==> src/rtl/wavhp_pkg.sv <==
// Shared types and constants for the WAV header parser.
package wavhp_pkg;

  localparam logic [2:0] ST_OK     = 3'd0;
  localparam logic [2:0] ST_BADTAG = 3'd1;
  localparam logic [2:0] ST_FORMAT = 3'd2;
  localparam logic [2:0] ST_PCM8   = 3'd3;
  localparam logic [2:0] ST_TRUNC  = 3'd4;
  localparam logic [2:0] ST_SHORT  = 3'd5;

  localparam logic [1:0] CODEC_LINEAR = 2'd0;
  localparam logic [1:0] CODEC_G711A  = 2'd1;
  localparam logic [1:0] CODEC_G711U  = 2'd2;

  localparam logic [15:0] FMT_PCM   = 16'd1;
  localparam logic [15:0] FMT_ALAW  = 16'd6;
  localparam logic [15:0] FMT_MULAW = 16'd7;

  // Tags as they sit in the shift register after four little-endian bytes
  localparam logic [31:0] TAG_RIFF = 32'h4646_4952;
  localparam logic [31:0] TAG_WAVE = 32'h4556_4157;
  localparam logic [31:0] TAG_FMT  = 32'h2074_6d66;
  localparam logic [31:0] TAG_DATA = 32'h6174_6164;

  localparam logic [31:0] FMT_MIN_LEN = 32'd16;
  localparam logic [31:0] SKIP_FMT6   = 32'd6;

  typedef struct packed {
    logic [7:0] data_byte;
    logic       start_of_file;
    logic       end_of_file;
  } item_t;

  typedef struct packed {
    logic [2:0]  status;
    logic [1:0]  codec;
    logic [15:0] channel_count;
    logic [31:0] rate_hz;
    logic [31:0] data_size;
  } result_t;

endpackage

==> src/rtl/wav_header_parser.sv <==
// Top level of the WAV header parser: input register, parser core, result register.
//
//   channel | handshake           | word contents
//   --------+---------------------+---------------------------------------------
//   in      | in_valid / in_stall | data_byte, start_of_file, end_of_file
//   out     | out_valid/out_stall | status, codec, channel_count, rate_hz,
//           |                     | data_size
//
// One byte per cycle sustained while no result is held up by out_stall: a word
// waits in the input register, the parser state is updated from it in a single
// pass and any result is caught in the result register, from which it is offered.
// Reset (rst, synchronous) leaves the parser waiting for a start of file and
// both registers empty.
// A waiting result stalls the parser; the input register still takes one more
// word, after which in_stall follows out_stall.
module wav_header_parser
  import wavhp_pkg::*;
(
  input  logic        clk,
  input  logic        rst,
  input  logic        in_valid,
  output logic        in_stall,
  input  logic [7:0]  data_byte,
  input  logic        start_of_file,
  input  logic        end_of_file,
  output logic        out_valid,
  input  logic        out_stall,
  output logic [2:0]  status,
  output logic [1:0]  codec,
  output logic [15:0] channel_count,
  output logic [31:0] rate_hz,
  output logic [31:0] data_size
);

  item_t   in_item;
  item_t   item;
  logic    item_valid;
  logic    item_take;
  result_t res;

  assign in_item.data_byte     = data_byte;
  assign in_item.start_of_file = start_of_file;
  assign in_item.end_of_file   = end_of_file;

  // Input register: decouples in_stall from the parser for one word
  wavhp_in_stage u_in (
    .clk        (clk),
    .rst        (rst),
    .in_valid   (in_valid),
    .in_stall   (in_stall),
    .in_item    (in_item),
    .item_valid (item_valid),
    .item       (item),
    .item_take  (item_take)
  );

  // Parser: tag checks, little-endian field gathering, chunk skipping
  wavhp_core u_core (
    .clk        (clk),
    .rst        (rst),
    .item_valid (item_valid),
    .item       (item),
    .item_take  (item_take),
    .res_valid  (out_valid),
    .res_stall  (out_stall),
    .res        (res)
  );

  assign status        = res.status;
  assign codec         = res.codec;
  assign channel_count = res.channel_count;
  assign rate_hz       = res.rate_hz;
  assign data_size     = res.data_size;

endmodule

==> src/rtl/wavhp_in_stage.sv <==
// Input register: holds one accepted word until the parser takes it.
module wavhp_in_stage
  import wavhp_pkg::*;
(
  input  logic  clk,
  input  logic  rst,
  input  logic  in_valid,
  output logic  in_stall,
  input  item_t in_item,
  output logic  item_valid,
  output item_t item,
  input  logic  item_take
);

  logic  full;
  item_t held;

  assign in_stall   = full && !item_take;
  assign item_valid = full;
  assign item       = held;

  always_ff @(posedge clk) begin
    if (rst) begin
      full <= 1'b0;
    end else if (!in_stall) begin
      full <= in_valid;
    end
  end

  always_ff @(posedge clk) begin
    if (!in_stall && in_valid) begin
      held <= in_item;
    end
  end

endmodule

==> src/rtl/wavhp_core.sv <==
// Parser state, one-byte step logic and result register.
module wavhp_core
  import wavhp_pkg::*;
(
  input  logic    clk,
  input  logic    rst,
  input  logic    item_valid,
  input  item_t   item,
  output logic    item_take,
  output logic    res_valid,
  input  logic    res_stall,
  output result_t res
);

  typedef enum logic [15:0] {
    PH_IDLE   = 16'h0001,
    PH_RIFF   = 16'h0002,
    PH_FSIZE  = 16'h0004,
    PH_WAVE   = 16'h0008,
    PH_FMT    = 16'h0010,
    PH_FLEN   = 16'h0020,
    PH_FORMAT = 16'h0040,
    PH_CHANS  = 16'h0080,
    PH_RATE   = 16'h0100,
    PH_SKIP6  = 16'h0200,
    PH_BITS   = 16'h0400,
    PH_FREST  = 16'h0800,
    PH_TAG    = 16'h1000,
    PH_CLEN   = 16'h2000,
    PH_CBODY  = 16'h4000,
    PH_DONE   = 16'h8000
  } phase_t;

  phase_t      phase, phase_cur, phase_next;
  logic [1:0]  byte_index, bidx_cur, byte_index_next;
  logic [31:0] field_shift, fs_cur, field_shift_next;
  logic [31:0] skip_count, skip_cur, skip_count_next;
  logic [31:0] fmt_length, clen_cur, fmt_length_next;
  logic [15:0] format_code, fmt_cur, format_code_next;
  logic [15:0] channels_seen, chans_cur, channels_seen_next;
  logic [31:0] rate_seen, rate_cur, rate_seen_next;
  logic        tag_is_data, tdata_cur, tag_is_data_next;
  logic        emit;
  logic [2:0]  emit_status;
  logic [1:0]  emit_codec;
  logic [31:0] emit_len;
  logic        short_field, field_done, skip_phase;
  logic [31:0] shifted;

  assign item_take = item_valid && (!res_valid || !res_stall);

  always_comb begin
    // start of file restarts from a clean state with this very byte
    if (item.start_of_file) begin
      phase_cur = PH_RIFF;
      bidx_cur  = '0;
      fs_cur    = '0;
      skip_cur  = '0;
      clen_cur  = '0;
      fmt_cur   = '0;
      chans_cur = '0;
      rate_cur  = '0;
      tdata_cur = 1'b0;
    end else begin
      phase_cur = phase;
      bidx_cur  = byte_index;
      fs_cur    = field_shift;
      skip_cur  = skip_count;
      clen_cur  = fmt_length;
      fmt_cur   = format_code;
      chans_cur = channels_seen;
      rate_cur  = rate_seen;
      tdata_cur = tag_is_data;
    end

    phase_next         = phase_cur;
    byte_index_next    = bidx_cur;
    field_shift_next   = fs_cur;
    skip_count_next    = skip_cur;
    fmt_length_next    = clen_cur;
    format_code_next   = fmt_cur;
    channels_seen_next = chans_cur;
    rate_seen_next     = rate_cur;
    tag_is_data_next   = tdata_cur;
    emit        = 1'b0;
    emit_status = ST_OK;
    emit_codec  = CODEC_LINEAR;
    emit_len    = '0;

    skip_phase  = (phase_cur == PH_SKIP6) || (phase_cur == PH_FREST) ||
                  (phase_cur == PH_CBODY);
    short_field = (phase_cur == PH_FORMAT) || (phase_cur == PH_CHANS) ||
                  (phase_cur == PH_BITS);
    field_done  = short_field ? (bidx_cur == 2'd1) : (bidx_cur == 2'd3);
    shifted     = {item.data_byte, fs_cur[31:8]};

    if (phase_cur != PH_IDLE && phase_cur != PH_DONE) begin
      if (skip_phase) begin
        skip_count_next = skip_cur - 32'd1;
        if (skip_count_next == '0) begin
          phase_next = (phase_cur == PH_SKIP6) ? PH_BITS : PH_TAG;
        end
      end else begin
        field_shift_next = shifted;
        if (!field_done) begin
          byte_index_next = bidx_cur + 2'd1;
        end else begin
          byte_index_next = '0;
          unique case (phase_cur)
            PH_RIFF: begin
              if (shifted != TAG_RIFF) begin
                emit = 1'b1; emit_status = ST_BADTAG;
              end else begin
                phase_next = PH_FSIZE;
              end
            end
            PH_FSIZE: phase_next = PH_WAVE;
            PH_WAVE: begin
              if (shifted != TAG_WAVE) begin
                emit = 1'b1; emit_status = ST_BADTAG;
              end else begin
                phase_next = PH_FMT;
              end
            end
            PH_FMT: begin
              if (shifted != TAG_FMT) begin
                emit = 1'b1; emit_status = ST_BADTAG;
              end else begin
                phase_next = PH_FLEN;
              end
            end
            PH_FLEN: begin
              fmt_length_next = shifted;
              phase_next      = PH_FORMAT;
            end
            PH_FORMAT: begin
              format_code_next = shifted[31:16];
              phase_next       = PH_CHANS;
            end
            PH_CHANS: begin
              channels_seen_next = shifted[31:16];
              phase_next         = PH_RATE;
            end
            PH_RATE: begin
              rate_seen_next  = shifted;
              skip_count_next = SKIP_FMT6;
              phase_next      = PH_SKIP6;
            end
            PH_BITS: begin
              priority if (fmt_cur != FMT_PCM && fmt_cur != FMT_ALAW &&
                           fmt_cur != FMT_MULAW) begin
                emit = 1'b1; emit_status = ST_FORMAT;
              end else if (fmt_cur == FMT_PCM && shifted[31:19] == 13'd1) begin
                emit = 1'b1; emit_status = ST_PCM8;
              end else if (clen_cur < FMT_MIN_LEN) begin
                emit = 1'b1; emit_status = ST_SHORT;
              end else if (clen_cur == FMT_MIN_LEN) begin
                phase_next = PH_TAG;
              end else begin
                skip_count_next = clen_cur - FMT_MIN_LEN;
                phase_next      = PH_FREST;
              end
            end
            PH_TAG: begin
              tag_is_data_next = (shifted == TAG_DATA);
              phase_next       = PH_CLEN;
            end
            PH_CLEN: begin
              priority if (tdata_cur) begin
                emit     = 1'b1;
                emit_len = shifted;
                if (fmt_cur == FMT_ALAW) begin
                  emit_codec = CODEC_G711A;
                end else if (fmt_cur == FMT_MULAW) begin
                  emit_codec = CODEC_G711U;
                end else begin
                  emit_codec = CODEC_LINEAR;
                end
              end else if (shifted == '0) begin
                phase_next = PH_TAG;
              end else begin
                skip_count_next = shifted;
                phase_next      = PH_CBODY;
              end
            end
            default: ;
          endcase
        end
      end

      // end of stream with no result yet: report truncation
      if (!emit && item.end_of_file) begin
        emit        = 1'b1;
        emit_status = ST_TRUNC;
      end
      if (emit) begin
        phase_next = PH_DONE;
      end
    end
  end

  always_ff @(posedge clk) begin
    if (rst) begin
      phase         <= PH_IDLE;
      byte_index    <= '0;
      field_shift   <= '0;
      skip_count    <= '0;
      fmt_length    <= '0;
      format_code   <= '0;
      channels_seen <= '0;
      rate_seen     <= '0;
      tag_is_data   <= 1'b0;
    end else if (item_take) begin
      phase         <= phase_next;
      byte_index    <= byte_index_next;
      field_shift   <= field_shift_next;
      skip_count    <= skip_count_next;
      fmt_length    <= fmt_length_next;
      format_code   <= format_code_next;
      channels_seen <= channels_seen_next;
      rate_seen     <= rate_seen_next;
      tag_is_data   <= tag_is_data_next;
    end
  end

  always_ff @(posedge clk) begin
    if (rst) begin
      res_valid <= 1'b0;
    end else begin
      if (res_valid && !res_stall) begin
        res_valid <= 1'b0;
      end
      if (item_take && emit) begin
        res_valid <= 1'b1;
      end
    end
  end

  always_ff @(posedge clk) begin
    if (item_take && emit) begin
      res.status        <= emit_status;
      res.codec         <= emit_codec;
      res.channel_count <= channels_seen_next;
      res.rate_hz       <= rate_seen_next;
      res.data_size     <= emit_len;
    end
  end

endmodule
==> config.mk <==
export PLATFORM = sky130hd
export DESIGN_NAME = wav_header_parser
export DESIGN_NICKNAME = d
export VERILOG_FILES = /design/src/rtl/wavhp_pkg.sv /design/src/rtl/wav_header_parser.sv /design/src/rtl/wavhp_in_stage.sv /design/src/rtl/wavhp_core.sv
export SDC_FILE = /design/constraint.sdc
export NUM_CORES = 1
export LEC_CHECK = 0
export BUFFER_PORTS_ARGS = -buffer_cell sky130_fd_sc_hd__buf_2
export CORE_MARGIN = 2
export CORE_UTILIZATION = 55
export DETAILED_ROUTE_END_ITERATION = 12
export PLACE_DENSITY = 0.79
export SLEW_MARGIN = 0
export SYNTH_ARGS = -nofsm -noshare
export SYNTH_HDL_FRONTEND = slang
export SYNTH_SLANG_ARGS = --single-unit
==> constraint.sdc <==
create_clock -name clk -period 4.5 [get_ports clk]
set_input_delay 0 -clock clk [delete_from_list [all_inputs] [get_ports clk]]
set_output_delay 0 -clock clk [all_outputs]
set_load 0.05 [all_outputs]
==> impl_metrics.yaml <==
placed_design:
  numPortBuffers: 100
  place_hpwl_mm: 33.4
  place_area_mm2: 0.0149
  preCtsSetupSlack_ps: 549
  place_congestion: 1.03
yosys:
  synth_top_area_cell: "dfxtp_1"
  synthFlopType: "dfxtp_1"
  ys_ff_latch: 268
  synth.top_cell.area_share: 0.248
  synth_most_common_cell: "nor2_1"
  synth_common_cells: "nor2_1, nand2_1, dfxtp_1, a21oi_1, clkbuf_1"
  synth_edf_count: 95
  synth.net_count: 1663
  syn_inst: 1645
  synth_area_leaders: "dfxtp_1, edfxtp_1, nor2_1"
  seq_area_frac_synth: 0.452
  synthesis.area_mm2: 0.0140
  ys_async_sr_fraction: 0
  yosysWarnings: 0
  syn_avg_cell_area_um2: 8.49
  synth_cell_types: 81
die:
  start_util: 0.558
  die_y_um: 163
  coreArea_mm2: 0.0250
  die_x_um: 163
  die_area_mm2: 0.0267
  io_pins: 101
  num_rows: 58
detailed_routing:
  drc: 0
  vias: 13900
  routed_wl_mm: 48.0
  route.met2.wl_mm: 21.9
  viasPerCell: 6.71
  wl_per_cell_um: 23.1
  dr_wl_met3_mm: 5.07
  drtPass1Iterations: 6
  ant_nets: 0
  wl_met1_mm: 19.0
  top_layer: "met4"
  drt-initial-drc-count: 1671
clock_tree:
  cts_buffers: 28
  cts_tree: "yes"
  clk_pin_slew_ps: 60
  h-tree-depth: 1
  clockBufferDepth: 3
  cts.sinks: 268
  clock_latency_ps: 550
  cts-root-buf: "clkbuf_16"
timing:
  max_freq_ghz: 0.246
  timing.hold.ws_ps: 160
  finalWorstSetupSlack_ps: 439
  period_needed_ps: 4060
  tightest_slew_ps: 1290
  tns_ps: 0
  grt_setup_unrepaired: "false"
  fin_crit_sh: 0.902
  drv_slew: 0
  skew_ps: 14.3
  worst_slew_margin_rel: 0.130
  hold_viol_final: 0
  setup_viol: 0
worst_setup_path:
  end_kind: "flip-flop"
  start_kind: "flip-flop"
  critPathKind: "flip-flop to flip-flop"
  cp.buffers_inverters: 2
  reg2reg_to: "u_core.res[81]"
  critical-path-top-delay-family: "simple AND/OR/NAND/NOR gates"
  rrSetupSlack_ps: 440
  r2r_cells: 9
  slowest_delay_ps: 760
  cp_slowest_cell: "buf_4"
  crit_fanout: 85
  r2r-start: "u_in.item[3]"
  path_cells: "nor4_1 > nand2_1 > or4_1 > and2_1 > a21oi_1 > o31a_1 > o21ai_2 > clkinvlp_4 > buf_4"
  required_ps: 4670
  arrival_ps: 4230
min_path:
  hold_path.startpoint: "data_byte[1]"
  holdPathEnd: "u_in.item[3]"
  hp-class: "primary input to flip-flop"
  worstHoldPathCells: 2
finish:
  drive_above_1_share: 0.137
  n_fill_cell: 2121
  nets: 1744
  diodes: 0
  post-route-util: 0.635
  final_cell_area_mm2: 0.0159
  syn_to_final_growth_pct: 13.8
grt:
  grt-ovfl-total: 0
  grt_pass1_vias: 12700
  grt_first_pass_wirelength_mm: 73.4
  antenna_found_initial: 0
  grt_max_degree: 89
  grt_usage: 0.356
job:
  max_cap_violations: 0
run_status:
  status: "completed"
power:
  ir_drop_mv: 0.291
  p_leak_nw: 5.85
  pwr_density_cell_mw_per_mm2: 340
## per-stage QoR
stage | power [mW] | std cells
6_report | 5.40 | 2078
5_1_grt | 5.55 | 2078
4_1_cts | 5.39 | 2078
3_5_place_dp | 3.23 | 2012
3_3_place_gp | 3.23 | 2012
2_1_floorplan | 3.04 | 1645
## report_power, final
group,switching (mW),internal (mW)
combinational,0.434,0.175
sequential,0.0428,2.55
clock,0.972,1.22
total,1.45,3.95
## state kept, by name (all words and copies together) (netlist names)
| name | count |
|---|---|
| u_core.res | 85 |
| u_core.fmt_length | 32 |
| u_core.rate_seen | 32 |
| u_core.skip_count | 32 |
| u_core.field_shift | 24 |
| u_core.channels_seen | 16 |
| u_core.format_code | 16 |
| u_core.phase | 16 |
| u_in.item | 10 |
| u_core.byte_index | 2 |
| u_core.res_valid | 1 |
| u_core.tag_is_data | 1 |
| u_in.item_valid | 1 |
## worst register-to-register path, stage by stage (launching register included)
cell	delay [ps]
edfxtp_1	470
nor4_1	450
nand2_1	220
or4_1	650
and2_1	230
a21oi_1	300
o31a_1	290
o21ai_2	130
clkinvlp_4	70
buf_4	760
## cell usage in the layout (no fill, tap or decap), types with 7 or more instances in the layout
master           n
nor2_1         236
nand2_1        198
dfxtp_1        173
a21oi_1        117
buf_2           99
edfxtp_1        95
o21ai_0         61
buf_4           61
a22oi_1         47
nand3_1         46
nor3_1          41
nor4_1          41
mux2i_1         37
clkbuf_16       29
and2_1          24
nor2b_1         23
inv_1           21
nand4_1         19
a211oi_1        18
or3_1           18
and3_1          17
xor2_1          17
o22ai_1         17
a21o_1          16
a31oi_1         16
or4_1           14
dlygate4sd3_1   14
xnor2_1         12
nor3b_1         11
a311oi_1        11
o31a_1          10
a32oi_1         10
nor4b_1          9
o21a_1           9
o211ai_1         8
a22o_1           8
clkbuf_1         8
a31o_2           7
o31ai_1          7
## cell families (layout without fill, tap and decap cells)
logic type | count (synthesis) | after routing | share of synthesized area
and+or+nand+nor | 742 | 742 | 0.259
buffers and inverters | 147 | 250 | 0.0416
adders and majority gates | 4 | 4 | 0.00358
DFF | 268 | 268 | 0.452
muxes | 37 | 37 | 0.0265
AOI/OAI and AO/OA | 418 | 418 | 0.199
xor gates and xnor gates | 29 | 29 | 0.0182
## layer usage
layer,vias to the layer above,global-route usage
li1,6207,-
met1,6632,0.483
met2,920,0.562
met3,177,0.0630
met4,0,0.152
met5,-,0
## worst max path at each step
stage / from / end / cells past startpoint
2_1_floorplan: u_in.item[1] / u_core.res[0] / 16
3_3_place_gp: u_in.item[3] / u_core.res[57] / 9
3_5_place_dp: u_in.item[3] / u_core.res[56] / 9
4_1_cts: u_in.item[3] / u_core.res[81] / 9
5_1_grt: u_in.item[3] / u_core.res[56] / 9
6_report: u_in.item[3] / u_core.res[81] / 9
## cell type report
type / instances / area, µm² / share of cell area
sequential: 268 / 6320 / 0.397
multi-input combinational: 1230 / 7100 / 0.447
inverter: 23 / 90.1 / 0.00567
clock inverter: 12 / 72.6 / 0.00457
timing repair buffer: 175 / 1110 / 0.0701
clock buffer: 40 / 791 / 0.0498
tap: 330 / 413 / 0.0260
## timing repair
action,CTS,global route
endpoints found under the hold margin,44,0
buffers inserted,0,0
hold buffers,14,0
gates resized for setup,0,0
setup endpoints to repair,0,0
(Power assumes the default switching activity.)
